**config.mk**
```make
export PLATFORM = sky130hd
export DESIGN_NAME = cte_mod
export DESIGN_NICKNAME = d
export VERILOG_FILES = /design/src/design/cte_pkg.sv /design/src/design/cte_mod.sv
export SDC_FILE = /design/constraint.sdc
export NUM_CORES = 1
export LEC_CHECK = 0
export ABC_CLOCK_PERIOD_IN_PS = 2100
export BUFFER_PORTS_ARGS = -buffer_cell sky130_fd_sc_hd__clkbuf_2
export CAP_MARGIN = 10
export CORE_ASPECT_RATIO = 1.2
export CORE_MARGIN = 10
export CORE_UTILIZATION = 48
export CTS_BUF_LIST = sky130_fd_sc_hd__clkbuf_4 sky130_fd_sc_hd__clkbuf_8
export DETAILED_ROUTE_END_ITERATION = 10
export PLACE_DENSITY = 0.87
export SYNTH_ARGS = -nofsm -noshare
export SYNTH_HDL_FRONTEND = slang
export SYNTH_SLANG_ARGS = --single-unit
```
**constraint.sdc**
```tcl
create_clock -name clk -period 2.1 [get_ports clk]
set_input_delay 0 -clock clk [delete_from_list [all_inputs] [get_ports clk]]
set_output_delay 0 -clock clk [all_outputs]
set_load 0.02 [all_outputs]
```
**src/design/cte_pkg.sv**
```systemverilog
package cte_pkg;

  localparam int LINES     = 1024;
  localparam int LINE_W    = $clog2(LINES);
  localparam int WAY_W     = LINE_W + 1;
  localparam int CNT_W     = 32;
  localparam int TAG_W     = 32;
  localparam int ADDR_W    = 32;
  localparam int OFF_W     = 5;
  localparam int SETB_W    = 4;
  localparam int LFSR_W    = 16;
  localparam int PADDR_W   = 5;
  localparam int PDATA_W   = 32;

  localparam logic [LFSR_W-1:0] LFSR_MASK = 16'hB400;
  localparam logic [LFSR_W-1:0] LFSR_SEED = 16'h0001;
  localparam logic [SETB_W-1:0] MAX_SB    = SETB_W'(LINE_W);

  // result status codes
  localparam logic [1:0] ST_HIT      = 2'd0;
  localparam logic [1:0] ST_MISS_AL  = 2'd1;
  localparam logic [1:0] ST_MISS_NAL = 2'd2;
  localparam logic [1:0] ST_INVALID  = 2'd3;

  // register indexes
  localparam logic [2:0] REG_OFFSET = 3'd0;
  localparam logic [2:0] REG_SETB   = 3'd1;
  localparam logic [2:0] REG_WAYS   = 3'd2;
  localparam logic [2:0] REG_RMODE  = 3'd3;
  localparam logic [2:0] REG_WBACK  = 3'd4;
  localparam logic [2:0] REG_WALLOC = 3'd5;
  localparam logic [2:0] REG_LIMIT  = 3'd6;

  typedef enum logic [1:0] {
    RM_FIFO = 2'd0,
    RM_LFU  = 2'd1,
    RM_LRU  = 2'd2,
    RM_RAND = 2'd3
  } rmode_t;

  typedef struct packed {
    logic [OFF_W-1:0]  offset_bits;
    logic [SETB_W-1:0] set_bits;
    logic [WAY_W-1:0]  ways;
    rmode_t            replace_mode;
    logic              write_back_mode;
    logic              write_allocate_mode;
    logic [ADDR_W-1:0] address_limit;
  } cfg_t;

  typedef struct packed {
    logic             valid;
    logic             dirty;
    logic [TAG_W-1:0] tag;
    logic [CNT_W-1:0] cnt;
  } line_t;

  function automatic logic [CNT_W-1:0] sat_inc(input logic [CNT_W-1:0] v);
    sat_inc = (v == {CNT_W{1'b1}}) ? v : v + CNT_W'(1);
  endfunction

  function automatic logic [LFSR_W-1:0] lfsr_next(input logic [LFSR_W-1:0] v);
    lfsr_next = v[0] ? ((v >> 1) ^ LFSR_MASK) : (v >> 1);
  endfunction

endpackage

```
**src/design/cte_mod.sv**
```systemverilog
// restoring remainder, one quotient bit per cycle
module cte_mod (
  input  logic                        clk,
  input  logic                        rst_n,
  input  logic                        start,
  input  logic [cte_pkg::LFSR_W-1:0]  dividend,
  input  logic [cte_pkg::WAY_W-1:0]   divisor,
  output logic                        done,
  output logic [cte_pkg::LINE_W-1:0]  rem
);

  localparam int STEP_W = $clog2(cte_pkg::LFSR_W);

  logic                        run_r, run_nxt;
  logic                        done_r, done_nxt;
  logic [STEP_W-1:0]           step_r, step_nxt;
  logic [cte_pkg::LFSR_W-1:0]  dvd_r, dvd_nxt;
  logic [cte_pkg::LINE_W-1:0]  rem_r, rem_nxt;
  logic [cte_pkg::WAY_W-1:0]   part;

  assign part = {rem_r, dvd_r[cte_pkg::LFSR_W-1]};
  assign done = done_r;
  assign rem  = rem_r;

  always_comb begin
    run_nxt  = run_r;
    done_nxt = 1'b0;
    step_nxt = step_r;
    dvd_nxt  = dvd_r;
    rem_nxt  = rem_r;
    if (start) begin
      run_nxt  = 1'b1;
      step_nxt = '0;
      dvd_nxt  = dividend;
      rem_nxt  = '0;
    end else if (run_r) begin
      dvd_nxt  = dvd_r << 1;
      rem_nxt  = (part >= divisor) ? cte_pkg::LINE_W'(part - divisor)
                                   : cte_pkg::LINE_W'(part);
      step_nxt = step_r + STEP_W'(1);
      if (step_r == STEP_W'(cte_pkg::LFSR_W - 1)) begin
        run_nxt  = 1'b0;
        done_nxt = 1'b1;
      end
    end
  end

  always_ff @(posedge clk) begin
    if (!rst_n) begin
      run_r  <= 1'b0;
      done_r <= 1'b0;
      step_r <= '0;
    end else begin
      run_r  <= run_nxt;
      done_r <= done_nxt;
      step_r <= step_nxt;
    end
    dvd_r <= dvd_nxt;
    rem_r <= rem_nxt;
  end

endmodule

```
**After elaboration in Yosys (flattened, before gate mapping)**

Index checks and enable logic that the tools add are counted.

- Bits in registers: 32
- Output and inout bits: 11
- Logic and storage cells: 21

- Add/sub/neg operators: 2
- Order comparisons: 1
- Equality and inequality tests: 1
- Mux-type cells: 7
- Bitwise logic cells: 2
- Reduce and logical (&&, ||, !) cells: 3

Operator list:

| kind | number |
|---|---|
| 2-to-1 mux 16 bit | 2 |
| greater-or-equal comparator 11 bit | 1 |
| 2-to-1 mux 10 bit | 1 |
| subtractor 10 bit | 1 |
| adder 4 x 1 -> 4 bit, second input constant | 1 |
| == test 4 bit, second input constant | 1 |
| 2-to-1 mux 1 bit | 4 |
| OR reduction 3 bit | 1 |
| NOT 1 bit | 2 |
| nonzero test 2 bit | 1 |
| OR reduction 2 bit | 1 |

**Depth between registers and ports, before layout**

- Depth after elaboration: 4
- Mapped depth: 10
- Gate-level depth less buffers: 10

**Worst setup path after synthesis**

Ideal clock, no wire load.

- Path kind: register to register
- From: register rem_r, in the netlist rem[1]
- To: register rem_r, in the netlist rem[0]
- Library setup time: 0.079 ns
- Data arrival time: 1.913 ns
- Required time: 2.021 ns
- Slack: 0.107 ns
- Stages on the path, launching flop included: 8
- Buffers on the path: 0
- Period minus slack after synthesis: 1.993 ns
- Path through: dfxtp_1 -> ha_1 -> o211ai_2 -> a21oi_2 -> o21ai_2 -> o21ai_4 -> mux2_4 -> a211oi_2

- Cells in the longest elaborated chain, start to end: 2

RTL lines:

| what | RTL line | RTL |
|---|---|---|
| from (decl) | cte_mod.sv:18 | `logic [cte_pkg::LINE_W-1:0] rem_r, rem_nxt;` |
| from (signal assigned) | cte_mod.sv:59 | `rem_r <= rem_nxt;` |
| greater-or-equal comparator 11 bit | cte_mod.sv:38 | `rem_nxt = (part >= divisor) ? cte_pkg::LINE_W'(part - divisor)` |
| 2-to-1 mux 10 bit | cte_mod.sv:38 |  |

No other way between the ends.
A chain may end at the register's enable or synchronous reset.

**Worst setup path after layout**

- From: register rem_r, in the netlist rem[4]
- To: register rem_r, in the netlist rem[0]

Same word-level chain as after synthesis.

==> impl_results.md <==
- Status: finished clean
- YS warnings: 0
- Finished Cell Area: between 0.002 and 0.0025 sq mm
- Type of the worst setup path: flop to flop
- Max-cap viol count: 0
- Antenna cell count: 0
- CP endpoint: rem[0]
- First-pass GRT wire length: 6762 microns
- Non-Filler Instances: roughly 290
- Crit path launch: rem[4]
- Ys flop type: edfxtp_1
- Row cnt: 24
- Post-Syn Area per Cell: about 11 sq um
- Post-synth top area share: 25.93%
- Synthesized cell area: 0.001853 sq mm
- Fmax: 0.5023 GHz
- Hpwl dp: 3221 microns
- Total global routing overflow: 0
- Avg WL per Cell: around 14 microns
- Tightest Hold Check Type: input port to flop
- H-tree Lvls: 2
- Initial antenna violation count: 0
- Final hold vios: 0
- Clk root buf: clkbuf_8
- Placed Area: 0.002212 sq mm
- CTS tree: done
- Pint: around 0.0011 W
- Max Transition Viols Final: 0
- Num CTS Buffers: 5
- Hold WS: around 0.017 ns
- Area Growth Syn to Fin: 27.48%
- Maximum vdd ir drop: 0.4519 mV
- Reg2reg end: rem[0]
- R2r startpoint: rem[4]
- Startpoint types: flop
- Remaining DRCs: 0
- Ys async rst share: 0%
- CTS Buffer Depth: 2
- Final wirelength: ~4100 microns
- Slew @ Worst Pin: 0.6709 ns
- Die H: 88.07 microns
- Core box area: 0.003694 sq mm
- Number of global-route vias before repair: approximately 1500
- Worst-Skew Late Latency: around 0.29 ns
- CP arrival: 2.20 ns
- Number of synthesized register bits: 32
- Buffers on Ports: 40
- Vias/cell: 5.045
- Routability cong.: 0.9025
- Starting DRT DRC Count: 71
- Clock share of power: 31.5%
- Storage cell area: 800.8 sq um
- Final setup fails: 0
- Largest net degree at the start of global routing: 18
- Final #Nets: 279
- DRT Pass-1 Iters: 4
- EDFF count, synth: 16
- R2R setup slack: 0.11 ns
- Worst Path Required: 2.30 ns
- Layout cells sized above 1: 41.35%
- Switching share of power: 27.36%
- Sequential Power Share: between 40% and 50%
- Seq/Total Area, Yosys: 43.21%
- Syn Inst Count: around 180
- Critical Path End Type: flop
- Worst-path fanout max: 7
- Post-route ant nets: 0
- Commonest non-fill, non-tap cell in the layout: clkbuf_2
- Worst slew margin: 55.22%
- Synth area leaders: edfxtp_1, dfxtp_1, mux2_2, ha_1, mux2i_1
- Pleak: 1.021 nW
- Placed insts: 277
- Tot GR Track Use: about an eighth
- Clk_skew: 0.009340 ns
- Die Width: about 77 microns
- Yosys cell types: 39
- Worst-path clk slew: 0.07 ns
- Commonest non-fill, non-tap cells in the layout: clkbuf_2, buf_4, inv_1, dfxtp_1, edfxtp_1
- Area of the multi-input gates: approximately 1000 sq um
- # clock sinks: 32
- Die area: 0.006756 sq mm
- Final period util: 94.79%
- I/O pin count: between 40 and 50
- Initial core utilization: between 50% and 60%
- Fin crit period: 1.991 ns
- Fillcell total: between 300 and 400
- Combinational share of power: 22.1%
- PD cells: 665.3 mW/mm^2
- Worst R2R Path Depth: 7
- Mapped Nets: 218
- Via Count: 1458
- Switching power total: 0.0004300 W
- Yosys top cell by area: edfxtp_1
==> cells by family (layout without fill, tap and decap cells) <==
kind of cell               after synthesis  count (layout)  synth area share (%)
AOI/OAI and AO/OA                       35              35                 13.57
DFF                                     32              32                 43.21
buffers and inverters                   21              83                 4.254
muxes                                   24              24                 14.25
and+or+nand+nor                         40              40                 10.80
adders and majority gates               13              13                 9.183
xor gates and xnor gates                10              10                 4.726
==> timing repair <==
item                                    CTS  global route
setup buffers                             0             2
hold buffers                              2             0
hold endpoints to repair                  2             0
pin swaps                                 0             4
endpoints found under the setup margin    2             6
resized for setup                         3             3
==> synth_stat cells (3+ instances only) <==
| cell | count |
|---|---|
| a211oi_1 | 5 |
| a21oi_1 | 9 |
| a21oi_2 | 3 |
| clkbuf_1 | 5 |
| dfxtp_1 | 16 |
| edfxtp_1 | 16 |
| ha_1 | 12 |
| inv_1 | 16 |
| mux2_2 | 15 |
| mux2i_1 | 8 |
| nand2_1 | 11 |
| nand2b_1 | 4 |
| nand3_1 | 3 |
| nor2_1 | 12 |
| o21ai_0 | 4 |
| xnor2_1 | 6 |
| xor2_1 | 4 |
==> final cells by class <==
type / instances / share of cell area (%)
multi-input cells: 122 / 42.16
inverters: 16 / 2.542
flip-flops and latches: 32 / 33.90
well taps: 52 / 2.754
clock buffers: 6 / 3.496
repair buffers: 59 / 14.72
clock inverters: 2 / 0.4237
==> power groups by stage <==
stage	Clock, W	Sequential (W)	Combinational [W]
3_3_place_gp	0	0.000739	0.000324
3_5_place_dp	0	0.000742	0.000333
5_1_grt	0.000530	0.000733	0.000383
2_1_floorplan	0	0.000753	0.000209
6_report	0.000495	0.000729	0.000348
4_1_cts	0.000505	0.000729	0.000343
==> routing by layer <==
layer  global-route usage (%)  vias to the layer above  part of all wire, %
met5                        0                        -                    0
met2                    19.65                       45                   47
li1                         -                      744                    -
met4                    5.076                        0                  1.2
met1                    13.96                      663                   44
met3                    4.918                        6                  7.7
==> flip-flops by register name, indices dropped and copies added (netlist names) <==
signal	count
done	1
dvd_r	16
rem	10
run_r	1
step_r	4
==> critical path, stage by stage, from the launching register on <==
cell and delay [ns]:
dfxtp_1 0.32, ha_2 0.40, o21ai_1 0.10, a21oi_2 0.16, o21ai_2 0.10, o21ai_4 0.30, mux2_4 0.33, a211oi_2 0.20
==> per-stage QoR <==
step / setup WS [ns] / setup TNS [ns] / utilization (%) / total power (W)
after floorplan: 0.1073 / 0 / - / 0.0009622
after global placement: 0.06455 / 0 / 59.89 / 0.001064
after detailed placement: -0.01372 / -0.02234 / 59.89 / 0.001075
after CTS: 0.06222 / 0 / 63.25 / 0.001576
after global routing: -0.001762 / -0.002200 / 63.96 / 0.001647
final: 0.1093 / 0 / 63.96 / 0.001572
==> worst min-delay path by stage <==
stage          endpoint        start  depth (start not counted)
3_3_place_gp      run_r        rst_n                          2
5_1_grt        dvd_r[3]  dividend[3]                          2
3_5_place_dp      run_r        rst_n                          2
2_1_floorplan     run_r        rst_n                          1
4_1_cts        dvd_r[5]  dividend[5]                          2
6_report       dvd_r[5]  dividend[5]                          2
(Power assumes the default switching activity.)
