### config.mk
export PLATFORM = sky130hd
export DESIGN_NAME = cte_regs
export DESIGN_NICKNAME = d
export VERILOG_FILES = /design/src/design/cte_pkg.sv /design/src/design/cte_regs.sv
export SDC_FILE = /design/constraint.sdc
export NUM_CORES = 1
export LEC_CHECK = 0
export ABC_AREA = 0
export ABC_CLOCK_PERIOD_IN_PS = 1000
export BUFFER_PORTS_ARGS = -buffer_cell sky130_fd_sc_hd__buf_2
export CELL_PAD_IN_SITES_DETAIL_PLACEMENT = 1
export CELL_PAD_IN_SITES_GLOBAL_PLACEMENT = 1
export CORE_MARGIN = 2
export CORE_UTILIZATION = 29
export CTS_CLUSTER_DIAMETER = 60
export CTS_CLUSTER_SIZE = 40
export DETAILED_ROUTE_END_ITERATION = 6
export PLACE_DENSITY_LB_ADDON = 0.25
export SYNTH_ARGS = -nofsm -noshare
export SYNTH_HDL_FRONTEND = slang
export SYNTH_SLANG_ARGS = --single-unit
### constraint.sdc
create_clock -name clk -period 1 [get_ports clk]
set_input_delay 0.2 -clock clk [delete_from_list [all_inputs] [get_ports clk]]
set_output_delay 0.2 -clock clk [all_outputs]
set_load 0.005 [all_outputs]
### src/design/cte_pkg.sv
package cte_pkg;

  localparam int LINES     = 1024;
  localparam int LINE_W    = $clog2(LINES);
  localparam int WAY_W     = LINE_W + 1;
  localparam int CNT_W     = 32;
  localparam int TAG_W     = 32;
  localparam int ADDR_W    = 32;
  localparam int OFF_W     = 5;
  localparam int SETB_W    = 4;
  localparam int LFSR_W    = 16;
  localparam int PADDR_W   = 5;
  localparam int PDATA_W   = 32;

  localparam logic [LFSR_W-1:0] LFSR_MASK = 16'hB400;
  localparam logic [LFSR_W-1:0] LFSR_SEED = 16'h0001;
  localparam logic [SETB_W-1:0] MAX_SB    = SETB_W'(LINE_W);

  // result status codes
  localparam logic [1:0] ST_HIT      = 2'd0;
  localparam logic [1:0] ST_MISS_AL  = 2'd1;
  localparam logic [1:0] ST_MISS_NAL = 2'd2;
  localparam logic [1:0] ST_INVALID  = 2'd3;

  // register indexes
  localparam logic [2:0] REG_OFFSET = 3'd0;
  localparam logic [2:0] REG_SETB   = 3'd1;
  localparam logic [2:0] REG_WAYS   = 3'd2;
  localparam logic [2:0] REG_RMODE  = 3'd3;
  localparam logic [2:0] REG_WBACK  = 3'd4;
  localparam logic [2:0] REG_WALLOC = 3'd5;
  localparam logic [2:0] REG_LIMIT  = 3'd6;

  typedef enum logic [1:0] {
    RM_FIFO = 2'd0,
    RM_LFU  = 2'd1,
    RM_LRU  = 2'd2,
    RM_RAND = 2'd3
  } rmode_t;

  typedef struct packed {
    logic [OFF_W-1:0]  offset_bits;
    logic [SETB_W-1:0] set_bits;
    logic [WAY_W-1:0]  ways;
    rmode_t            replace_mode;
    logic              write_back_mode;
    logic              write_allocate_mode;
    logic [ADDR_W-1:0] address_limit;
  } cfg_t;

  typedef struct packed {
    logic             valid;
    logic             dirty;
    logic [TAG_W-1:0] tag;
    logic [CNT_W-1:0] cnt;
  } line_t;

  function automatic logic [CNT_W-1:0] sat_inc(input logic [CNT_W-1:0] v);
    sat_inc = (v == {CNT_W{1'b1}}) ? v : v + CNT_W'(1);
  endfunction

  function automatic logic [LFSR_W-1:0] lfsr_next(input logic [LFSR_W-1:0] v);
    lfsr_next = v[0] ? ((v >> 1) ^ LFSR_MASK) : (v >> 1);
  endfunction

endpackage

### src/design/cte_regs.sv
module cte_regs (
  input  logic                         clk,
  input  logic                         rst_n,
  input  logic                         psel,
  input  logic                         penable,
  input  logic                         pwrite,
  input  logic [cte_pkg::PADDR_W-1:0]  paddr,
  input  logic [cte_pkg::PDATA_W-1:0]  pwdata,
  output logic [cte_pkg::PDATA_W-1:0]  prdata,
  output logic                         pready,
  output cte_pkg::cfg_t                cfg
);

  cte_pkg::cfg_t cfg_r;
  logic          wr_en;
  logic [2:0]    idx;

  assign pready = 1'b1;
  assign idx    = paddr[4:2];
  assign wr_en  = psel && penable && pwrite;
  assign cfg    = cfg_r;

  always_ff @(posedge clk) begin
    if (!rst_n) begin
      cfg_r.offset_bits         <= cte_pkg::OFF_W'(2);
      cfg_r.set_bits            <= '0;
      cfg_r.ways                <= cte_pkg::WAY_W'(1);
      cfg_r.replace_mode        <= cte_pkg::RM_FIFO;
      cfg_r.write_back_mode     <= 1'b0;
      cfg_r.write_allocate_mode <= 1'b1;
      cfg_r.address_limit       <= '1;
    end else if (wr_en) begin
      case (idx)
        cte_pkg::REG_OFFSET: cfg_r.offset_bits <= pwdata[cte_pkg::OFF_W-1:0];
        cte_pkg::REG_SETB:   cfg_r.set_bits    <= pwdata[cte_pkg::SETB_W-1:0];
        cte_pkg::REG_WAYS:   cfg_r.ways        <= pwdata[cte_pkg::WAY_W-1:0];
        cte_pkg::REG_RMODE:  cfg_r.replace_mode <= cte_pkg::rmode_t'(pwdata[1:0]);
        cte_pkg::REG_WBACK:  cfg_r.write_back_mode <= pwdata[0];
        cte_pkg::REG_WALLOC: cfg_r.write_allocate_mode <= pwdata[0];
        cte_pkg::REG_LIMIT:  cfg_r.address_limit <= pwdata[cte_pkg::ADDR_W-1:0];
        default: ;
      endcase
    end
  end

  always_comb begin
    case (idx)
      cte_pkg::REG_OFFSET: prdata = cte_pkg::PDATA_W'(cfg_r.offset_bits);
      cte_pkg::REG_SETB:   prdata = cte_pkg::PDATA_W'(cfg_r.set_bits);
      cte_pkg::REG_WAYS:   prdata = cte_pkg::PDATA_W'(cfg_r.ways);
      cte_pkg::REG_RMODE:  prdata = cte_pkg::PDATA_W'(cfg_r.replace_mode);
      cte_pkg::REG_WBACK:  prdata = cte_pkg::PDATA_W'(cfg_r.write_back_mode);
      cte_pkg::REG_WALLOC: prdata = cte_pkg::PDATA_W'(cfg_r.write_allocate_mode);
      cte_pkg::REG_LIMIT:  prdata = cte_pkg::PDATA_W'(cfg_r.address_limit);
      default:             prdata = '0;
    endcase
  end

endmodule

* Word-level counts from Yosys, hierarchy flattened
Index checks and enable logic that the tools add are counted.
** Storage, ports and cells
- Bits in registers :: 56
- Input port bits :: 42
** Operators by class
- Equal/unequal tests :: 6
- Multiplexer cells :: 1
- Reduce and logical (&&, ||, !) cells :: 10
** Operator list (count)
- 32-bit one-hot mux with 7 select lines :: 1
- 2-bit AND reduction :: 7
- 3-bit equality test, second input constant :: 3
- 3-bit by 2-bit equality test with 1-bit output, second input constant :: 2
- 3-bit by 1-bit equality test with 1-bit output, second input constant :: 1
- 3-bit logical NOT :: 1
- 1-bit logical AND :: 2

* Longest topological paths before layout
Gate-level depths: netlist of the first run.
- Word-level depth :: 3
- Gate-level depth with buffers :: 5

* Least setup slack after synthesis of the first run
No wires, ideal clock.
- Path type :: input to register
- Start point :: in rst_n
- End point :: reg cfg_r (netlist bit cfg[21])
- Path slack :: -0.132 ns
- Data required time :: 0.852 ns
- Arrival :: 0.984 ns
- Buffers on the path :: 3
- Stages on the path :: 4
- Library setup time :: 0.148 ns
- Cells stage by stage :: clkbuf_1 -> clkbuf_1 -> buf_1 -> o311ai_0
** RTL lines
- start, declared :: RTL line cte_regs.sv:3 : input logic rst_n,
- end, declared :: RTL line cte_regs.sv:14 : cte_pkg::cfg_t cfg_r;
No word-level cell between the ends.

* Worst setup path in the final report of the first run
- Start point :: reg cfg_r (netlist bit cfg[35])
- End point :: out prdata[1] (netlist name)
** Between the ends
- Longest elaborated chain between the ends :: 1
** RTL lines
- 32-bit one-hot mux with 7 select lines :: RTL line cte_regs.sv:47 : case (idx)
- end, declared :: RTL line cte_regs.sv:9 : output logic [cte_pkg::PDATA_W-1:0] prdata,
No other way between the ends.

==> summary.md, run 1 <==
| Metric | Value |
|---|---|
| Final wirelength | 10390 µm |
| Crit start category | flip-flop |
| Layout cell share with drive strength beyond 1 | 0.6146 |
| First-pass GRT wire length | 14690 µm |
| Clock skew | 0 ns |
| Vias | 3042 |
| Final instance area | 4886 µm² |
| Failing checks | negative setup slack |
| Status | complete, but fails checks |
| CTS root buffer | clkbuf_8 |
| Final-report setup violation count | 83 |
| Die X | 100.6 µm |
| Initial core utilization | 0.2957 |
| Vias in the first global route | 2970 |
| RD Place Congestion | 0.8237 |
| Pwr dens | 910.0 nW/µm² |
| Crit-path slowest cell | dfxtp_2 |
| Flip-flop and latch count after synthesis | 56 |
| Vias per std cell | 4.930 |
| Synth top area cells | dfxtp_1, mux2i_1, o311ai_0 |
| Crit path max fanout | 2 |
| CP cell instances | mux2_2, a22oi_2, o22ai_1, buf_2 |
| Worst-Skew Late Latency | 0.30 ns |
| Arr. time, crit path | 1.27 ns |
| Starting DRC count in detailed routing | 59 |
| Area leader, netlist | dfxtp_1 |
| HP Class | input pin to flip-flop |
| Post-synthesis instance area | 2706 µm² |
| Sequential-to-total area share from yosys stat | 0.4142 |
| Fin. max-slew vios | 0 |
| Crit end category | output port |
| ANT cells | 0 |
| IO Pins | 131 |
| Total track usage | 0.1794 |
| Drt pass-1 iters | 4 |
| Post-route ant nets | 0 |
| Std cell rows | 35 |
| Initial antenna violation count | 0 |
| Fin crit period | 1.469 ns |
| Grt ovf | 0 |
| Cts bufs inserted | 5 |
| Core area | 9153 µm² |
| Max-cap viol count | 0 |
| EDFF count, synth | 0 |
| CP Data Required Time | 0.80 ns |
| RSZ-0062 raised after global routing | true |
| Hpwl dp | 6873 µm |
| Worst path max stage delay | 0.33 ns |
| Buffers on Ports | 127 |
| Place WS | -0.4226 ns |
| H-tree levels | 2 |
| Yosys warnings | 0 |
| Synth cell count leaders | dfxtp_1, o21ai_0, inv_1, nand2_1, o311ai_0 |
| Final Cycle Share | 1.469 |
| Max frequency | 680.5 MHz |
| Syn nets | 356 |
| Kind of critical path | flip-flop to output port |
| Main synth FF type | dfxtp_1 |
| Area post-placement | 3851 µm² |
| Syn Area/Cell | 8.619 µm² |
| Layout Nets | 547 |
| Sink Count | 56 |
| Die Area | 10120 µm² |
| Peak VDD IR | 603.5 µV |
| Die Ht | 100.6 µm |
| LEAKAGE | 0.002316 µW |
| Post-route DRC | 0 |
| Synth top area share | 0.4142 |
| Final hold violations | 0 |
| Largest net degree at the start of global routing | 28 |
| Area delta synth->final | 80.54% |
| Unique masters post-synth | 30 |
| Top-count cell post-synth | dfxtp_1 |
| Post-synth ARST share | 0 |
| Fin worst setup slack | -0.4695 ns |
| CTS max path bufs | 2 |
| Clk pin slew, worst setup/hold paths | 0.10 ns |
| Max FFs per register | 56 |
| Syn Inst Count | 314 |
| CTS tree | done |
| Wirelength per Cell | 16.83 µm |
## where the power goes
part,leakage (µW),internal (µW),switching [µW]
registers,0.000447,2250,20.1
clock network,0.0000455,568,727
logic,0.00182,453,424
## critical path, delay by kind of cell (launching register included)
kind	cells	cell delay, ns
AOI/OAI and AO/OA	2	0.23
buffers and inverters	1	0.13
DFF	1	0.33
muxes	1	0.27
## logic make-up (layout without fill, tap and decap cells)
family,Yosys count,count (layout),share of synthesized area
flops,56,56,0.4142
mux,34,34,0.1276
other cells,1,1,0.001386
simple gates,76,76,0.1447
buf+inv,66,258,0.1063
compound gates,81,81,0.2057
## metal layers
metal  track usage  wire length [µm]  vias up
li1              -                 -     1497
met1        0.2292              4611     1458
met2        0.3210              5281       79
met3       0.02358               381        8
met4       0.03899               113        0
met5             0                 0        -
## placed cells by master (no fill, tap or decap), drive strengths merged, types with 10 or more instances in the layout
cell,synthesis,layout
nor2,10,10
nand2,32,32
inv,33,33
mux2i,30,30
clkbuf,21,14
buf,12,211
o311ai,35,35
dfxtp,56,56
and3,22,22
o21ai,38,38
## through the flow
| step | std cells | setup TNS [ns] | hold WS (ns) | util | power (µW) |
|---|---|---|---|---|---|
| 2_1_floorplan | 314 | -1.037 | 0.3421 | - | 2676 |
| 3_3_place_gp | 576 | -26.56 | 0.4568 | 0.4208 | 2982 |
| 3_5_place_dp | 576 | -29.46 | 0.4628 | 0.4208 | 3000 |
| 4_1_cts | 585 | -13.10 | 0.1319 | 0.4588 | 4328 |
| 5_1_grt | 617 | -14.05 | 0.1399 | 0.5338 | 4669 |
| 6_report | 617 | -10.44 | 0.1382 | 0.5338 | 4446 |
## final cells by class
cell class                 instances  area [µm²]
multi-input combinational        192        1456
fill                            1057        4267
sequential                        56        1194
timing repair buffer             217        1883
tap                              111       138.9
inverter                          33       123.9
clock buffer                       8       90.09
## worst paths after layout
| kind | from | endpoint | slack [ns] | cells past startpoint |
|---|---|---|---|---|
| max | cfg[35] | prdata[1] | -0.47 | 4 |
| min | pwdata[6] | cfg[42] | 0.14 | 3 |
| max reg2reg | cfg[3] | cfg[3] | 0.15 | 4 |
| min reg2reg | cfg[45] | cfg[45] | 0.47 | 2 |
## timing repair
| item | in CTS | in global routing |
|---|---|---|
| setup buffers | 3 | 27 |
| pin swaps | 4 | 5 |
| hold buffers | 0 | 0 |
| hold endpoints to repair | 0 | 0 |
| setup endpoints to repair | 98 | 111 |
| resized for setup | 79 | 101 |
| gates cloned | 0 | 7 |
Power figures use the tool's default switching activity.
==> run 2, diff against run 1 <==
ABC_CLOCK_PERIOD_IN_PS = 1650   (was 1000)
CORE_ASPECT_RATIO = 0.75   (was unset)
CORE_UTILIZATION = 33   (was 29)
clock period = 1.65 ns   (was 1 ns; I/O delays follow)
==> run 2 against run 1 <==
  * The flow now finishes without violations
  * Power fell by 43%
  * Die area fell by 12%
  * Cell count down 13%
  * Register-to-register slack better by 0.80 ns
  * Sequential cell count is the same
  * First-iteration DRC count increased by 80%
  * Sequential share of layout area rose by 6.7 points
  * Hold slack better by 0.15 ns
==> summary.md, run 2 (synthesized netlist as in run 1, its figures left out) <==
| Metric | Value |
|---|---|
| ANT cells | 0 |
| Final Cycle Share | 0.9634 |
| Die Ht | 82.43 µm |
| Final wirelength | 8619 µm |
| CTS max path bufs | 2 |
| Vias | 2754 |
| Crit path max fanout | 3 |
| Min-Delay Endpoint | cfg[46] |
| Max frequency | 629.1 MHz |
| CTS tree | done |
| RD Place Congestion | 0.7690 |
| HP Class | input pin to flip-flop |
| Hold Crit Depth | 3 |
| Grt ovf | 0 |
| Post-route ant nets | 0 |
| Std cell rows | 28 |
| Layout cell share with drive strength beyond 1 | 0.3917 |
| Starting DRC count in detailed routing | 106 |
| Peak VDD IR | 364.3 µV |
| Layout Nets | 475 |
| Clk pin slew, worst setup/hold paths | 0.11 ns |
| Die X | 108.6 µm |
| Max FFs per register | 56 |
| Buffers on Ports | 127 |
| Hold Buf Count CTS | 0 |
| CTS root buffer | clkbuf_8 |
| Drt pass-1 iters | 4 |
| Arr. time, crit path | 1.26 ns |
| IO Pins | 131 |
| Crit start category | flip-flop |
| LEAKAGE | 0.001769 µW |
| Post-layout util | 0.4594 |
| Fin worst setup slack | 0.06036 ns |
| Worst-Skew Late Latency | 0.31 ns |
| First-pass GRT wire length | 13190 µm |
| Initial antenna violation count | 1 |
| Cts bufs inserted | 5 |
| RSZ-0062 raised after global routing | false |
| Pwr dens | 694.4 nW/µm² |
| Kind of critical path | flip-flop to output port |
| Initial core utilization | 0.3418 |
| Total track usage | 0.1885 |
| Final hold violations | 0 |
| Sink Count | 56 |
| CP Data Required Time | 1.32 ns |
| R2R Setup Slk | 0.95 ns |
| Die Area | 8949 µm² |
| Fin. max-slew vios | 0 |
| H-tree levels | 2 |
| Post-route DRC | 0 |
| Crit end category | output port |
| Min-delay src | pwdata[10] |
| Clock skew | 0 ns |
| Crit Reg-Reg Endpoint | cfg[28] |
| Tot Pwr | 2526 µW |
| Status | finished, final reports clean |
| Wirelength per Cell | 15.99 µm |
| Final-report setup violation count | 0 |
| Reg2Reg Depth | 2 |
| Largest net degree at the start of global routing | 74 |
| Vias in the first global route | 2648 |
| Vias per std cell | 5.109 |
| Hpwl dp | 6189 µm |
| Max-cap viol count | 0 |
| Most frequent cells in the layout | buf_2, dfxtp_1, o21ai_0, inv_1 |
| Area delta synth->final | 34.40% |
| Core area | 7918 µm² |
| Place WS | -0.001686 ns |
| Fin crit period | 1.590 ns |
| Reg2Reg Launch Point | cfg[28] |
| Most common cell after layout, fill and taps aside | buf_2 |
-- run 2: changes by cell type in the layout (fill, tap and decap cells not counted), moves of 31 or more --
cell | before | now
buf_2 | 89 | 125
buf_6 | 69 | 1
dfxtp_2 | 55 | 9
dfxtp_1 | 0 | 47
buf_4 | 44 | 13
o311ai_0 | 1 | 32
-- run 2: power breakdown --
part	internal (µW)	total, µW	switching (µW)
combinational	160	355	195
clock	344	795	450
sequential	1370	1380	10.7
total	1870	2530	656
-- run 2: cell type report --
| cell class | count | area [µm²] |
|---|---|---|
| Clock buffer | 8 | 90.09 |
| Inverter | 33 | 123.9 |
| Fill cell | 996 | 4280 |
| Sequential cell | 56 | 1132 |
| Multi-Input combinational cell | 192 | 1313 |
| Tap cell | 105 | 131.4 |
| Timing Repair Buffer | 145 | 847.1 |
-- run 2: repair_timing --
action                                  in CTS  in global routing
buffers inserted                             0                  1
gates resized for setup                      1                 16
pin swaps                                    0                  1
endpoints found under the setup margin       1                 31
gates cloned                                 0                  1
-- run 2: worst max-delay path by stage --
stage                         from         to  slack [ns]  cells after the start
after floorplan           paddr[4]  prdata[2]        0.26                      4
after global placement    paddr[4]  prdata[3]        0.05                      5
after detailed placement  paddr[4]    cfg[17]      -0.002                      5
after CTS                  cfg[34]  prdata[0]       0.008                      4
after global routing       cfg[36]  prdata[0]       0.003                      4
final                      cfg[36]  prdata[0]        0.06                      4
-- run 2: through the flow --
stage	hold WS (ns)	instances	TNS, ns	instance area [µm²]
6_report	0.2847	539	0	3637
4_1_cts	0.2770	537	0	3575
3_3_place_gp	0.4531	529	0	3482
3_5_place_dp	0.4664	529	-0.001686	3482
2_1_floorplan	0.4607	314	0	2706
5_1_grt	0.2692	539	0	3637
-- run 2: layer usage --
layer,GRT usage,vias up,wire length (µm)
met5,0,-,11
li1,-,1350,-
met1,0.2441,1318,4000
met3,0.04474,10,512
met4,0.03462,2,51
met2,0.3250,74,4044
-- run 2: worst max-delay path, stage by stage, from the launching register on --
cell     delay [ns]
dfxtp_2        0.37
mux2i_1        0.08
o32a_1         0.29
o21ai_1        0.08
buf_2          0.13
==> run 3, diff against run 2 <==
BUFFER_PORTS_ARGS = unset   (was -buffer_cell sky130_fd_sc_hd__buf_2)
CORE_UTILIZATION = 44   (was 33)
DONT_BUFFER_PORTS = 1   (was unset)
==> run 3 against run 2 <==
  * Power decreased by 7.8%
  * Critical path depth decreased by 1
  * Sequential power about the same
  * First-iteration DRC count increased by 4.7%
  * Sequential share of layout area increased by 9.0 points
  * Die area decreased by 24%
  * Cell count decreased by 31%
  * Critical path type unchanged
==> summary.md, run 3 (synthesized netlist as in run 1, its figures left out) <==
| Metric | Value |
|---|---|
| Cts bufs inserted | 5 |
| Area delta synth->final | 3.144% |
| Tot Pwr | 2328 µW |
| R2R Setup Slk | 0.92 ns |
| RSZ-0062 raised after global routing | false |
| Fin. max-slew vios | 0 |
| Reg2Reg Launch Point | cfg[6] |
| Std cell rows | 24 |
| ANT cells | 0 |
| Grt ovf | 0 |
| Vias per std cell | 5.960 |
| Vias in the first global route | 2131 |
| Post-route DRC | 0 |
| Buffers on Ports | 0 |
| Status | finished, final reports clean |
| Reg2Reg Depth | 2 |
| Net Sw Frac | 0.2364 |
| Peak VDD IR | 354.0 µV |
| Crit end category | output port |
| Worst-Skew Late Latency | 0.31 ns |
| Clock power share | 0.335 |
| Kind of critical path | flip-flop to output port |
| Layout Nets | 335 |
| Initial core utilization | 0.4598 |
| First-pass GRT wire length | 10870 µm |
| Most frequent cells in the layout | dfxtp_1, o21ai_0, inv_1 |
| CTS tree | done |
| Die Area | 6801 µm² |
| Most common cell after layout, fill and taps aside | dfxtp_1 |
| Total track usage | 0.2018 |
| Cells after DPL | 364 |
| Crit path from | cfg[35] |
| CTS root buffer | clkbuf_8 |
| Die Ht | 71.92 µm |
| HP Class | input pin to flip-flop |
| Fin crit period | 1.586 ns |
| Hpwl dp | 4693 µm |
| Final-report setup violation count | 0 |
| Sequential power share | 0.593 |
| Initial antenna violation count | 0 |
| Final instance area | 2791 µm² |
| Crit Reg-Reg Endpoint | cfg[6] |
| LEAKAGE | 0.001162 µW |
| Die X | 94.56 µm |
| CTS max path bufs | 2 |
| H-tree levels | 2 |
| Sink Count | 56 |
| Max-cap viol count | 0 |
| CP Data Required Time | 1.32 ns |
| Post-Layout Cell Count | 372 |
| Worst setup path endpoint | prdata[1] |
| Drt pass-1 iters | 4 |
| Internal Pwr Total | 1777 µW |
| Crit path max fanout | 3 |
| Wirelength per Cell | 18.64 µm |
| Layout cell share with drive strength beyond 1 | 0.06803 |
| Final wirelength | 6933 µm |
| Max FFs per register | 56 |
| Final hold violations | 0 |
| Final TNS setup | 0 ns |
| RD Place Congestion | 0.7456 |
| Final Cycle Share | 0.9613 |
| Max frequency | 630.5 MHz |
| Pwr dens | 833.9 nW/µm² |
| Clock skew | 0 ns |
| Largest net degree at the start of global routing | 69 |
| Starting DRC count in detailed routing | 111 |
| Logic pwr share | 0.073 |
| Vias | 2217 |
| Clk pin slew, worst setup/hold paths | 0.10 ns |
| IO Pins | 131 |
| Core area | 5886 µm² |
| Switch Pwr | 550.4 µW |
| Arr. time, crit path | 1.26 ns |
| Post-route ant nets | 0 |
| Area post-placement | 2693 µm² |
| Crit start category | flip-flop |
[run 3: changes by cell type in the layout (fill, tap and decap cells not counted), moves of 2 or more]
cell	previous run	this run
dfxtp_2	9	0
o21ai_1	5	3
o21ai_0	33	35
buf_12	4	1
dfxtp_1	47	56
buf_2	125	0
buf_4	13	4
[run 3: power by group through the flow]
stage          registers [µW]  logic, µW  clock network (µW)
3_3_place_gp             1410        162                   0
4_1_cts                  1380        170                 814
3_5_place_dp             1410        170                   0
2_1_floorplan            1410        183                   0
5_1_grt                  1380        191                 860
6_report                 1380        169                 779
[run 3: area by class of cell]
cell class              instances  area (µm²)
fillers                       719        3094
multi-input cells             192        1305
flip-flops and latches         56        1121
inverters                      33       123.9
repair buffers                  5       50.05
well taps                      78       97.59
clock inverters                 1       7.507
clock buffers                   7       86.33
[run 3: how the worst min path moves through the flow]
stage,start,endpoint,slack [ns],cells past startpoint
2_1_floorplan,cfg[35],cfg[35],0.46,2
3_3_place_gp,rst_n,cfg[24],0.42,1
3_5_place_dp,rst_n,cfg[24],0.42,1
4_1_cts,rst_n,cfg[20],0.09,1
5_1_grt,rst_n,cfg[21],0.10,1
6_report,rst_n,cfg[32],0.11,1
[run 3: per-layer routing]
metal / up-vias / GRT usage / share of wire
li1: 1068 / - / -
met1: 1063 / 0.2651 / 0.46
met2: 78 / 0.3254 / 0.46
met3: 8 / 0.06127 / 0.074
met4: 0 / 0.05636 / 0.0094
met5: - / 0 / 0
[run 3: what timing repair did]
action | in CTS | in global routing
hold buffers | 0 | 0
buffers inserted | 0 | 0
resized for setup | 0 | 1
setup endpoints to repair | 0 | 1
[run 3: per-stage QoR]
step / hold WS (ns) / utilization / setup WS [ns]
CTS: 0.09312 / 0.4734 / 0.05882
global placement: 0.4162 / 0.4575 / 0.2491
finish: 0.1147 / 0.4743 / 0.06384
floorplan: 0.4607 / - / 0.2635
global route: 0.1002 / 0.4743 / 0.01275
detailed placement: 0.4225 / 0.4575 / 0.2349
[run 3: worst max-delay path, cell delays in order, from the launching register on]
cell and delay, ns:
dfxtp_1 0.35, mux2_2 0.27, a22oi_1 0.19, o22ai_1 0.14
